### config.mk
export PLATFORM = sky130hd
export DESIGN_NAME = spi_rtc_register_interface
export DESIGN_NICKNAME = d
export VERILOG_FILES = /design/src/rtl/core/srtc_pkg.sv /design/src/rtl/core/srtc_ram.sv /design/src/rtl/core/srtc_time_bcd.sv /design/src/rtl/core/spi_rtc_register_interface.sv
export VERILOG_INCLUDE_DIRS = /design/src /design/src/rtl/core
export SDC_FILE = /design/constraint.sdc
export NUM_CORES = 2
export LEC_CHECK = 0
export BUFFER_PORTS_ARGS = -buffer_cell sky130_fd_sc_hd__buf_2
export CORE_ASPECT_RATIO = 0.8
export CORE_MARGIN = 2
export CORE_UTILIZATION = 35
export CTS_CLUSTER_DIAMETER = 100
export CTS_CLUSTER_SIZE = 12
export DETAILED_ROUTE_END_ITERATION = 8
export HOLD_SLACK_MARGIN = 0.08
export SYNTH_ARGS = -nofsm -noshare
export SYNTH_HDL_FRONTEND = slang
export SYNTH_HIERARCHICAL = 1
export SYNTH_SLANG_ARGS = --single-unit
export TNS_END_PERCENT = 10
### constraint.sdc
create_clock -name clk -period 10.5 [get_ports clk]
set_input_delay 0 -clock clk [delete_from_list [all_inputs] [get_ports clk]]
set_output_delay 0 -clock clk [all_outputs]
set_load 0.02 [all_outputs]
### src/rtl/core/assert_macros.svh
// ----------------------------------------------------------------------------
// assert_macros.svh
// Concurrent assertion shorthands for the RTL.
// ----------------------------------------------------------------------------
`ifndef ASSERT_MACROS_SVH
`define ASSERT_MACROS_SVH

// Property holds at every clock edge outside reset
`define SRTC_ASSERT(lbl, clk, rstn, prop, msg) \
  lbl: assert property (@(posedge clk) disable iff (!rstn) (prop)) else $error(msg);

// Antecedent implies consequent in the next cycle
`define SRTC_ASSERT_NEXT(lbl, clk, rstn, ante, cons, msg) \
  lbl: assert property (@(posedge clk) disable iff (!rstn) (ante) |=> (cons)) else $error(msg);

`endif

### src/rtl/core/srtc_pkg.sv
// ----------------------------------------------------------------------------
// srtc_pkg
// Shared types and constants of the SPI real-time clock register interface.
// ----------------------------------------------------------------------------
package srtc_pkg;

  // Default sizes of the register file and user RAM
  localparam int CLOCK_REG_COUNT_DEF = 18;
  localparam int USER_BYTES_DEF      = 96;

  // Address map
  localparam logic [7:0] ADDR_USER_BASE  = 8'h20;
  localparam logic [7:0] ADDR_WRITE_BIT  = 8'h80;
  localparam logic [7:0] ADDR_WR_USER    = 8'hA0;
  localparam logic [6:0] AREA_WRAP_CLOCK = 7'h20;
  localparam logic [6:0] AREA_WRAP_USER  = 7'h00;
  localparam logic [7:0] CLOCK_AREA_SPAN = 8'h20;
  localparam logic [7:0] USER_AREA_SPAN  = 8'h60;

  // Hour register flags
  localparam logic [7:0] HOUR_MODE_12 = 8'h40;
  localparam logic [7:0] HOUR_PM      = 8'h20;

  // Bit counter: address bits 0-7, data bits 8-15
  localparam logic [3:0] PHASE_DATA_FIRST = 4'd8;
  localparam logic [3:0] PHASE_DATA_LAST  = 4'd15;

  // Writable bits of each clock register
  localparam logic [7:0] WRITE_MASK [32] = '{
    8'h7F, 8'h7F, 8'h7F, 8'h0F, 8'h3F, 8'h3F, 8'hFF, 8'hFF,
    8'hFF, 8'hFF, 8'h8F, 8'hFF, 8'hFF, 8'hFF, 8'h8F, 8'h87,
    8'h00, 8'hFF, 8'hFF, 8'hFF, 8'hFF, 8'hFF, 8'hFF, 8'hFF,
    8'hFF, 8'hFF, 8'hFF, 8'hFF, 8'hFF, 8'hFF, 8'hFF, 8'hFF
  };

  // Time snapshot in register format
  typedef struct packed {
    logic [7:0] seconds;
    logic [7:0] minutes;
    logic [7:0] hours;
    logic [7:0] weekday;
    logic [7:0] day_of_month;
    logic [7:0] month;
    logic [7:0] year;
  } srtc_time_t;

endpackage

### src/rtl/core/srtc_ram.sv
// ----------------------------------------------------------------------------
// srtc_ram
// Generic single-write, single-read RAM with registered read data.
// ----------------------------------------------------------------------------
module srtc_ram #(
  parameter int WIDTH = 8,
  parameter int DEPTH = srtc_pkg::USER_BYTES_DEF
) (
  input  logic                                  clk,
  input  logic                                  we,
  input  logic [(DEPTH > 1 ? $clog2(DEPTH) : 1)-1:0] waddr,
  input  logic [WIDTH-1:0]                      wdata,
  input  logic                                  re,
  input  logic [(DEPTH > 1 ? $clog2(DEPTH) : 1)-1:0] raddr,
  output logic [WIDTH-1:0]                      rdata
);

  logic [WIDTH-1:0] mem [DEPTH];

  // Write port and registered read port; rdata holds between reads
  always_ff @(posedge clk) begin
    if (we) begin
      mem[waddr] <= wdata;
    end
    if (re) begin
      rdata <= mem[raddr];
    end
  end

endmodule

### src/rtl/core/srtc_time_bcd.sv
// ----------------------------------------------------------------------------
// srtc_time_bcd
// Converts the binary time snapshot into clock register (BCD) format.
// ----------------------------------------------------------------------------
module srtc_time_bcd (
  input  logic [5:0]              now_seconds,
  input  logic [5:0]              now_minutes,
  input  logic [4:0]              now_hours,
  input  logic [2:0]              now_weekday,
  input  logic [4:0]              now_day_of_month,
  input  logic [3:0]              now_month,
  input  logic [6:0]              now_year,
  input  logic                    mode_12h,
  output srtc_pkg::srtc_time_t    time_regs
);

  // Tens via reciprocal multiply (exact for every 7-bit input)
  function automatic logic [7:0] to_bcd(input logic [6:0] v);
    logic [14:0] prod;
    logic [3:0]  tens;
    logic [6:0]  rem;
    prod = {8'd0, v} * 15'd205;
    tens = prod[14:11];
    rem  = v - 7'({3'd0, tens} * 7'd10);
    return {tens, 4'd0} + {4'd0, rem[3:0]};
  endfunction

  logic       pm;
  logic [4:0] hr_sub;
  logic [4:0] hr_12;

  // 12-hour conversion: 0 shows as 12, afternoon flag in bit 5
  always_comb begin
    pm     = (now_hours >= 5'd12);
    hr_sub = pm ? (now_hours - 5'd12) : now_hours;
    hr_12  = (hr_sub == 5'd0) ? 5'd12 : hr_sub;
  end

  always_comb begin
    time_regs.seconds      = to_bcd({1'b0, now_seconds});
    time_regs.minutes      = to_bcd({1'b0, now_minutes});
    if (mode_12h) begin
      time_regs.hours = to_bcd({2'd0, hr_12}) | (pm ? srtc_pkg::HOUR_PM : 8'h00)
                        | srtc_pkg::HOUR_MODE_12;
    end else begin
      time_regs.hours = to_bcd({2'd0, now_hours});
    end
    time_regs.weekday      = {5'd0, now_weekday} + 8'd1;
    time_regs.day_of_month = to_bcd({2'd0, now_day_of_month});
    time_regs.month        = to_bcd({3'd0, now_month} + 7'd1);
    time_regs.year         = to_bcd(now_year);
  end

endmodule

### src/rtl/core/spi_rtc_register_interface.sv
// ----------------------------------------------------------------------------
// spi_rtc_register_interface
// SPI slave register interface of a real-time clock, one pin sample per beat.
//
//  channel | ports                                   | dir | handshake
//  --------+-----------------------------------------+-----+---------------
//  input   | in_chip_select .. in_now_year           | in  | in_valid/in_stall
//  result  | out_serial_data_out                     | out | out_valid/out_stall
//
//  A beat is captured in an input register, processed, and its MISO level
//  lands in the output register: one beat per cycle while the result side
//  does not stall. Reset clears all clock registers and user RAM (per-entry
//  valid bits). A stalled result holds the input register; a new beat is
//  taken as soon as the output register can move.
// ----------------------------------------------------------------------------
`include "assert_macros.svh"

module spi_rtc_register_interface #(
  parameter int CLOCK_REG_COUNT = srtc_pkg::CLOCK_REG_COUNT_DEF,
  parameter int USER_BYTES      = srtc_pkg::USER_BYTES_DEF
) (
  input  logic       clk,
  input  logic       rst_n,
  input  logic       in_valid,
  output logic       in_stall,
  input  logic       in_chip_select,
  input  logic       in_serial_clock,
  input  logic       in_serial_data_in,
  input  logic [5:0] in_now_seconds,
  input  logic [5:0] in_now_minutes,
  input  logic [4:0] in_now_hours,
  input  logic [2:0] in_now_weekday,
  input  logic [4:0] in_now_day_of_month,
  input  logic [3:0] in_now_month,
  input  logic [6:0] in_now_year,
  output logic       out_valid,
  input  logic       out_stall,
  output logic       out_serial_data_out
);

  localparam int         CR_W = $clog2(CLOCK_REG_COUNT);
  localparam int         UA_W = (USER_BYTES > 1) ? $clog2(USER_BYTES) : 1;
  localparam logic [5:0] CR6  = 6'(CLOCK_REG_COUNT);
  localparam logic [7:0] UB8  = 8'(USER_BYTES);

  // Input register
  logic       s1_valid_r;
  logic       cs_r, sck_r, sdi_r;
  logic [5:0] sec_r, min_r;
  logic [4:0] hr_r;
  logic [2:0] wday_r;
  logic [4:0] mday_r;
  logic [3:0] mon_r;
  logic [6:0] year_r;

  // Interface state
  logic [3:0] bit_phase_r, bit_phase_nxt;
  logic [7:0] reg_addr_r, reg_addr_nxt;
  logic [7:0] shift_r, shift_nxt;
  logic       out_bit_r, out_bit_nxt;
  logic       sel_r, last_clk_r, last_clk_nxt, idle_clk_r, idle_clk_nxt;
  logic       pend_r, pend_nxt;
  logic       rdv_r, rdv_nxt;
  logic [7:0] clk_regs_r [CLOCK_REG_COUNT];
  logic [7:0] clk_regs_nxt [CLOCK_REG_COUNT];
  logic [7:0] clk_view [CLOCK_REG_COUNT];
  logic       user_vld_r [USER_BYTES];
  logic       out_valid_r;

  logic       in_accept, advance;
  logic [7:0] shift_eff, sh_a;
  logic [3:0] phase_a;
  logic       do_read, do_load, do_write;
  logic [7:0] rd_addr, wr_addr;

  logic       ram_re, ram_we;
  logic [UA_W-1:0] ram_raddr, ram_waddr;
  logic [7:0] ram_rdata;
  logic [6:0] rd_ui, wr_ui;
  logic [4:0] rd_ci, wr_ci;
  logic [7:0] rd_data;
  logic       rd_from_ram;

  srtc_pkg::srtc_time_t time_regs;

  // Handshake: input register moves whenever the output register can
  assign advance   = s1_valid_r && (!out_valid_r || !out_stall);
  assign in_stall  = s1_valid_r && out_valid_r && out_stall;
  assign in_accept = in_valid && !in_stall;
  assign out_valid = out_valid_r;

  function automatic logic [7:0] next_addr(input logic [7:0] a);
    logic [7:0] n;
    n = a + 8'd1;
    if (n[6:0] == srtc_pkg::AREA_WRAP_CLOCK) begin
      n = n - srtc_pkg::CLOCK_AREA_SPAN;
    end else if (n[6:0] == srtc_pkg::AREA_WRAP_USER) begin
      n = n - srtc_pkg::USER_AREA_SPAN;
    end
    return n;
  endfunction

  srtc_time_bcd u_time (
    .now_seconds      (sec_r),
    .now_minutes      (min_r),
    .now_hours        (hr_r),
    .now_weekday      (wday_r),
    .now_day_of_month (mday_r),
    .now_month        (mon_r),
    .now_year         (year_r),
    .mode_12h         (clk_regs_r[2][6]),
    .time_regs        (time_regs)
  );

  // Shift value, taking a pending RAM read into account
  assign shift_eff = pend_r ? (rdv_r ? ram_rdata : 8'h00) : shift_r;

  // Pin sequencing: select tracking, clock edges, bit counter
  always_comb begin
    logic [7:0] addr_in;
    addr_in       = {reg_addr_r[6:0], sdi_r};
    bit_phase_nxt = bit_phase_r;
    reg_addr_nxt  = reg_addr_r;
    out_bit_nxt   = out_bit_r;
    last_clk_nxt  = last_clk_r;
    idle_clk_nxt  = idle_clk_r;
    sh_a          = shift_eff;
    do_read       = 1'b0;
    do_load       = 1'b0;
    do_write      = 1'b0;
    rd_addr       = reg_addr_r;
    wr_addr       = reg_addr_r;
    phase_a       = bit_phase_r;

    if (sel_r != cs_r) begin
      if (!cs_r) begin
        phase_a     = 4'd0;
        out_bit_nxt = 1'b1;
      end else begin
        last_clk_nxt = sck_r;
        idle_clk_nxt = sck_r;
      end
    end
    bit_phase_nxt = phase_a;

    if (cs_r && (last_clk_nxt != sck_r)) begin
      last_clk_nxt = sck_r;
      if (sck_r != idle_clk_nxt) begin
        // Leading edge: shift a read bit out
        if (phase_a[3] && !reg_addr_r[7]) begin
          out_bit_nxt   = shift_eff[7];
          sh_a          = {shift_eff[6:0], 1'b0};
          bit_phase_nxt = phase_a + 4'd1;
          if (phase_a == srtc_pkg::PHASE_DATA_LAST) begin
            bit_phase_nxt = srtc_pkg::PHASE_DATA_FIRST;
            do_read       = 1'b1;
            reg_addr_nxt  = next_addr(reg_addr_r);
          end
        end
      end else if (!phase_a[3]) begin
        // Trailing edge in address phase
        reg_addr_nxt  = addr_in;
        bit_phase_nxt = phase_a + 4'd1;
        if ((phase_a == 4'd7) && !addr_in[7]) begin
          do_load      = (addr_in < srtc_pkg::ADDR_USER_BASE);
          do_read      = 1'b1;
          rd_addr      = addr_in;
          reg_addr_nxt = next_addr(addr_in);
        end
      end else if (reg_addr_r[7]) begin
        // Trailing edge in write data phase
        sh_a          = {shift_eff[6:0], sdi_r};
        bit_phase_nxt = phase_a + 4'd1;
        if (phase_a == srtc_pkg::PHASE_DATA_LAST) begin
          bit_phase_nxt = srtc_pkg::PHASE_DATA_FIRST;
          do_write      = 1'b1;
          reg_addr_nxt  = next_addr(reg_addr_r);
        end
      end
    end
  end

  // Clock registers as seen after a time load
  always_comb begin
    for (int i = 0; i < CLOCK_REG_COUNT; i++) begin
      clk_view[i] = clk_regs_r[i];
    end
    if (do_load) begin
      clk_view[0] = time_regs.seconds;
      clk_view[1] = time_regs.minutes;
      clk_view[2] = time_regs.hours;
      clk_view[3] = time_regs.weekday;
      clk_view[4] = time_regs.day_of_month;
      clk_view[5] = time_regs.month;
      clk_view[6] = time_regs.year;
    end
  end

  // Register read decode
  always_comb begin
    rd_ci       = rd_addr[4:0];
    rd_ui       = 7'(rd_addr - srtc_pkg::ADDR_USER_BASE);
    rd_data     = 8'h00;
    rd_from_ram = 1'b0;
    if (rd_addr < srtc_pkg::ADDR_USER_BASE) begin
      if ({1'b0, rd_ci} < CR6) begin
        rd_data = clk_view[rd_ci[CR_W-1:0]];
      end
    end else if (!rd_addr[7]) begin
      rd_from_ram = ({1'b0, rd_ui} < UB8);
    end else begin
      rd_data = 8'hFF;
    end
  end

  assign ram_re    = advance && do_read && rd_from_ram;
  assign ram_raddr = rd_ui[UA_W-1:0];

  // Write decode: masked clock registers, plain user RAM
  always_comb begin
    wr_ci = wr_addr[4:0];
    wr_ui = 7'(wr_addr - srtc_pkg::ADDR_WR_USER);
    for (int i = 0; i < CLOCK_REG_COUNT; i++) begin
      clk_regs_nxt[i] = clk_view[i];
    end
    ram_we = 1'b0;
    if (do_write && (wr_addr < srtc_pkg::ADDR_WR_USER)) begin
      if ({1'b0, wr_ci} < CR6) begin
        clk_regs_nxt[wr_ci[CR_W-1:0]] = sh_a & srtc_pkg::WRITE_MASK[wr_ci];
      end
    end else if (do_write) begin
      ram_we = advance && ({1'b0, wr_ui} < UB8);
    end
  end

  assign ram_waddr = wr_ui[UA_W-1:0];

  // Shift register source and pending RAM read
  always_comb begin
    shift_nxt = sh_a;
    pend_nxt  = 1'b0;
    rdv_nxt   = rdv_r;
    if (do_read) begin
      shift_nxt = rd_data;
      if (rd_from_ram) begin
        pend_nxt = 1'b1;
        rdv_nxt  = user_vld_r[ram_raddr];
      end
    end
  end

  srtc_ram #(
    .WIDTH (8),
    .DEPTH (USER_BYTES)
  ) u_user_ram (
    .clk   (clk),
    .we    (ram_we),
    .waddr (ram_waddr),
    .wdata (sh_a),
    .re    (ram_re),
    .raddr (ram_raddr),
    .rdata (ram_rdata)
  );

  // Input register payload
  always_ff @(posedge clk) begin
    if (in_accept) begin
      cs_r   <= in_chip_select;
      sck_r  <= in_serial_clock;
      sdi_r  <= in_serial_data_in;
      sec_r  <= in_now_seconds;
      min_r  <= in_now_minutes;
      hr_r   <= in_now_hours;
      wday_r <= in_now_weekday;
      mday_r <= in_now_day_of_month;
      mon_r  <= in_now_month;
      year_r <= in_now_year;
    end
  end

  // Control state and registered result
  always_ff @(posedge clk) begin
    if (!rst_n) begin
      s1_valid_r  <= 1'b0;
      out_valid_r <= 1'b0;
      bit_phase_r <= 4'd0;
      reg_addr_r  <= 8'd0;
      shift_r     <= 8'd0;
      out_bit_r   <= 1'b1;
      sel_r       <= 1'b0;
      last_clk_r  <= 1'b0;
      idle_clk_r  <= 1'b0;
      pend_r      <= 1'b0;
      rdv_r       <= 1'b0;
      out_serial_data_out <= 1'b1;
      for (int i = 0; i < CLOCK_REG_COUNT; i++) begin
        clk_regs_r[i] <= 8'd0;
      end
      for (int i = 0; i < USER_BYTES; i++) begin
        user_vld_r[i] <= 1'b0;
      end
    end else begin
      s1_valid_r  <= in_accept || (s1_valid_r && !advance);
      out_valid_r <= advance || (out_valid_r && out_stall);
      if (advance) begin
        bit_phase_r <= bit_phase_nxt;
        reg_addr_r  <= reg_addr_nxt;
        shift_r     <= shift_nxt;
        out_bit_r   <= out_bit_nxt;
        sel_r       <= cs_r;
        last_clk_r  <= last_clk_nxt;
        idle_clk_r  <= idle_clk_nxt;
        pend_r      <= pend_nxt;
        rdv_r       <= rdv_nxt;
        out_serial_data_out <= out_bit_nxt;
        for (int i = 0; i < CLOCK_REG_COUNT; i++) begin
          clk_regs_r[i] <= clk_regs_nxt[i];
        end
        if (ram_we) begin
          user_vld_r[ram_waddr] <= 1'b1;
        end
      end
    end
  end

  // Checks
  `SRTC_ASSERT(a_desel_idle, clk, rst_n, sel_r || (bit_phase_r == 4'd0 && out_bit_r), "deselected with live bit counter or MISO low")
  `SRTC_ASSERT(a_pend_read, clk, rst_n, !pend_r || !reg_addr_r[7], "pending RAM read in write mode")
  `SRTC_ASSERT_NEXT(a_adv_out, clk, rst_n, advance, out_valid_r, "processed beat lost its result")

endmodule

======== Yosys cells after proc, flatten, opt, wreduce, memory -nomap -nowiden ========
Memories as Yosys holds them, arrays and structs flattened. A register that Yosys moved wholly into a read port is not among the register bits.
Cells that the tools add are included.
W data, S select, Z words.
operators by class
  $add $sub $neg .......................... 26
  multiply operators ...................... 14
  $lt $le $gt $ge ......................... 11
  eq/ne operators ......................... 11
  mux-type cells .......................... 109
  bitwise operators ....................... 22
  reduce and logical (&&, ||, !) cells .... 31
operators by type and width
  operator                count
  $mux W8                 50
  $mux W144               2
  $bwmux W144             1
  $mux W56                1
  $mul A5 B8 Y13 const B  4
  $mux W1                 41
  $bmux W8 S5             1
  $demux W8 S5            1
  $mux W4                 8
  $mul A6 B8 Y14 const B  2
  $sub A4 B4 Y4           7
  $add A6 B4 Y7           3
  $or A1 B1 Y1            18
  $add A7 B4 Y8           2
  $add A8 B1 Y8 const B   2
  $add A8 B4 Y8           2
  $lt A8 B6 Y1 const B    2
  $sub A8 B6 Y8 const B   2
  $sub A8 B7 Y8 const B   2
  $mul A7 B8 Y15 const B  1
  $eq A7 B6 Y1 const B    2
  $logic_and A1 B1 Y1     14
  $logic_not A7 Y1        2
  $lt A7 B7 Y1 const B    2
  31 further kinds        52
word-level totals
  bits in registers ....................... 66
  bits in writable memories ............... 1008
  bits in read-only memories .............. 256
  bits of input ports ..................... 43
  output and inout bits ................... 3
  word-level logic and storage cells ...... 249
  memories ................................ 4
memory list
  name              words  bits a word  read ports  clocked after memory_dff  wr ports  line                               RTL
  u_user_ram.mem    96     8            1           1                         1         srtc_ram.sv:18                     logic [WIDTH-1:0] mem [DEPTH];
  (name not given)  32     8            1           0                         0         spi_rtc_register_interface.sv:229  clk_regs_nxt[wr_ci[CR_W-1:0]] = sh_a & srtc_pkg::WRITE_MASK[wr_ci];
  clk_regs_r        18     8            18          0                         18        spi_rtc_register_interface.sv:64   logic [7:0] clk_regs_r [CLOCK_REG_COUNT];
  user_vld_r        96     1            1           1                         96        spi_rtc_register_interface.sv:67   logic user_vld_r [USER_BYTES];

======== Longest topological paths before layout ========
  word-level depth ........................ 17
  depth in mapped cells ................... 29
  gate-level depth less buffers ........... 28

======== By module ========
The synthesis kept the hierarchy.
modules (own cells, without submodules)
  module                      times used  cells each  area an instance (sq um)  sequential area each (sq um)
  srtc_ram                    1           1437        30147.7                   23302.3
  spi_rtc_register_interface  1           1944        17390.4                   8618.3
  srtc_time_bcd               1           512         4674.5                    0.0

======== Worst setup path before layout ========
OpenSTA, ideal clock, no wires.
  kind .................................... reg2reg
  start point ............................. register sel_r (netlist name)
  end point ............................... memory clk_regs_r[10][0] (enable)
  setup time .............................. 0.656 ns
  arrival time ............................ 8.081 ns
  required time ........................... 9.844 ns
  path slack .............................. 1.763 ns
  stages on the path, launching flop included .. 10
  buffers on the path ..................... 2
  period minus slack after synthesis ...... 8.737 ns
  cells stage by stage .................... dfxtp_1 buf_2 nor2b_1 clkbuf_1 nor2_1 ha_1 nand3_1 or3_1 nand3b_4 o21ai_0
RTL lines
  element        line
  end, declared  spi_rtc_register_interface.sv:64

==> impl_metrics.env <==
export IMPL_rsz0062_at_grt="false"
export IMPL_synth_flop_cell="edfxtp_1"
export IMPL_io_pins=46
export IMPL_leakagePower_uw=0.0193
export IMPL_routedWlPerCell_um=22.4
export IMPL_ys_types=93
export IMPL_cp_arrival_ns=6.88
export IMPL_grt_start_max_net_pins=101
export IMPL_antenna_found_initial=1
export IMPL_cts_sinks=1115
export IMPL_ys_ff_latch=1115
export IMPL_dieHeight_um=349
export IMPL_required_ns=11.11
export IMPL_fin_util_pct=39.2
export IMPL_critPathMaxFanout=12
export IMPL_overflow=0
export IMPL_start_kind="flop"
export IMPL_first_global_vias=31071
export IMPL_final_cell_mix="edfxtp_1, nand2_1, nor2_1"
export IMPL_fin_area_um2=58000
export IMPL_fp_row_count=126
export IMPL_synth_area_leader_cell="edfxtp_1"
export IMPL_route_detailed_drc=0
export IMPL_die_width_um=436
export IMPL_yosys_area_top_type_share_pct=55.2
export IMPL_clk_latency_ns=0.76
export IMPL_nets=4192
export IMPL_final_common_cell="edfxtp_1"
export IMPL_gp_congestion=0.870
export IMPL_fillerInstances=13839
export IMPL_clock_fmax_ghz=0.159
export IMPL_cts_buffers_inserted=103
export IMPL_ys_warn_count=6
export IMPL_synth_area_leaders="edfxtp_1, mux4_2, dfxtp_1"
export IMPL_async_reset_ff_share_pct=0
export IMPL_firstDrtPassIters=6
export IMPL_finalSetupViolCount=0
export IMPL_grt_usage_pct=17.3
export IMPL_final_max_slew_viol_count=0
export IMPL_postCtsSetupRepairBufs=0
export IMPL_num_antenna_cells=0
export IMPL_endpoint_kind="flop"
export IMPL_portBuffers=45
export IMPL_place_ws_ns=4.20
export IMPL_htree_levels=3
export IMPL_coreArea_um2=148000
export IMPL_worstMarginPinSlew_ns=1.24
export IMPL_drt_iter0_markers=3426
export IMPL_syn_to_final_growth_pct=11.1
export IMPL_via_per_inst=5.42
export IMPL_hold_viol=0
export IMPL_fin_skew_ns=0.0658
export IMPL_maxCapViolations=0
export IMPL_avgSynthCellArea_um2=13.4
export IMPL_wl_um=133000
export IMPL_fin_ws_ns=4.23
export IMPL_slew_headroom_pct=17.4
export IMPL_clock_path_buffers=3
export IMPL_synth_edf_count=959
export IMPL_status="complete, no violations"
export IMPL_power_density_nw_per_um2=155
export IMPL_via_count=32262
export IMPL_hp_class="input pin to flop"
export IMPL_period_minus_slack_ns=6.27
export IMPL_synth_cells=3893
export IMPL_hpwl_um=82900
export IMPL_ir_worst_vdd_mv=0.135
export IMPL_die_area_um2=152000
export IMPL_dpl_cell_area_um2=54200
export IMPL_cts_tree="done"
export IMPL_start_util_pct=35.3
export IMPL_ant_nets=0
export IMPL_fin_setup_tns_ns=0
export IMPL_holdWs_ns=0.115
export IMPL_clkSlewWorstSetupHoldPaths_ns=0.07
export IMPL_yosysSeqAreaShare_pct=61.1
export IMPL_syn_area_um2=52200
export IMPL_critical_path_class="flop to flop"
export IMPL_finalCritPeriodShare_pct=59.7
export IMPL_drive_gt1_share_pct=11.5
export IMPL_root_buffer="clkbuf_16"
export IMPL_grt_pass1_wl_um=202000
-- path summary, 6_finish.rpt --
check                                     start              end  slack (ns)  cells past startpoint
worst max-delay path                    hr_r[1]       shift_r[3]        4.23                     26
worst min-delay path             in_chip_select             cs_r        0.11                      2
worst max register to register          hr_r[1]       shift_r[3]        4.23                     26
worst min register to register  user_vld_r[123]  user_vld_r[123]        0.35                      0
-- report_power, final --
| group | switching, uW | total, uW | leakage [uW] | internal (uW) |
|---|---|---|---|---|
| combinational | 384 | 645 | 0.00787 | 261 |
| clock | 1650 | 3490 | 0.00142 | 1840 |
| sequential | 30.8 | 4880 | 0.00997 | 4850 |
| total | 2060 | 9020 | 0.0193 | 6950 |
-- flip-flops by register name (all words and copies together) (netlist names), 3 cells and up --
signal,count
year_r,7
bit_phase_r,4
min_r,6
user_vld_r,128
u_user_ram/rdata,8
mday_r,5
clk_regs_r,144
mon_r,4
sec_r,6
u_user_ram/mem,768
reg_addr_r,8
hr_r,5
shift_r,8
wday_r,3
-- cells in the mapped netlist, types with 10 or more instances --
| library cell | number |
|---|---|
| buf_4 | 42 |
| a211oi_1 | 76 |
| a22oi_1 | 33 |
| o22ai_1 | 40 |
| nor3_1 | 24 |
| inv_1 | 144 |
| xnor2_1 | 37 |
| buf_1 | 12 |
| mux4_2 | 179 |
| mux2i_1 | 201 |
| o31ai_1 | 11 |
| edfxtp_1 | 959 |
| ha_1 | 192 |
| clkbuf_1 | 136 |
| buf_6 | 15 |
| nand2b_1 | 14 |
| a21oi_1 | 173 |
| nand2_1 | 468 |
| fa_1 | 35 |
| o21ai_0 | 96 |
| buf_2 | 60 |
| a31oi_1 | 21 |
| a2111oi_0 | 14 |
| and3_1 | 20 |
| dfxtp_1 | 156 |
| or2_2 | 14 |
| nand3_1 | 91 |
| nor2b_1 | 37 |
| xor2_1 | 24 |
| o211ai_1 | 11 |
| a221oi_1 | 10 |
| a21o_1 | 11 |
| a311oi_1 | 10 |
| nor2_1 | 360 |
| and2_1 | 20 |
-- timing repair --
item,4_1_cts,5_1_grt
gates resized for setup,0,0
endpoints found under the hold margin,117,0
hold buffers,81,0
-- cell type report --
cell class | count | area, um2 | share of cell area (%)
Clock buffer | 141 | 2740 | 4.73
Sequential cell | 1115 | 31900 | 55.0
Clock inverter | 9 | 215 | 0.371
Inverter | 149 | 579 | 0.999
Timing Repair Buffer | 179 | 1450 | 2.49
Tap cell | 1984 | 2480 | 4.28
Multi-Input combinational cell | 2374 | 18600 | 32.1
-- cell families (layout without fill, tap and decap cells) --
logic type,count (synthesis),count (layout),share of synthesized area (%)
DFF,1115,1115,61.1
muxes,387,387,11.7
buffers and inverters,414,478,3.64
and+or+nand+nor,1094,1094,8.98
xor gates and xnor gates,63,63,1.10
AOI/OAI and AO/OA,592,592,7.47
adders and majority gates,227,227,5.94
other,1,11,0.00718
-- worst max-delay path, stage by stage, from the launching register on --
cell and delay (ns):
edfxtp_1 0.62, inv_1 0.12, ha_1 0.24, a211o_2 0.33, nand2_1 0.07, nand3_1 0.10
o21ai_0 0.45, ha_1 0.35, ha_1 0.21, fa_1 0.45, ha_1 0.33, a21oi_1 0.15
o21ai_0 0.10, a221o_1 0.38, a31oi_4 0.19, xor2_2 0.11, ha_1 0.24, fa_1 0.43
xor2_1 0.18, xnor2_1 0.19, mux2i_1 0.09, mux2i_1 0.22, mux2i_1 0.12, o22ai_1 0.21
a21oi_1 0.10, o31ai_1 0.11, a31oi_1 0.11
-- per-layer routing --
layer	track usage (%)	wire, um
met1	25.8	60900
met2	25.7	58700
met3	3.81	11200
met4	4.03	2680
met5	0	20
-- metrics by stage --
stage	total power (uW)	instances
6_report	9020	5951
5_1_grt	9350	5951
4_1_cts	9110	5951
3_5_place_dp	5610	5720
3_3_place_gp	5590	5720
2_1_floorplan	5420	3903
(Power assumes the default switching activity.)
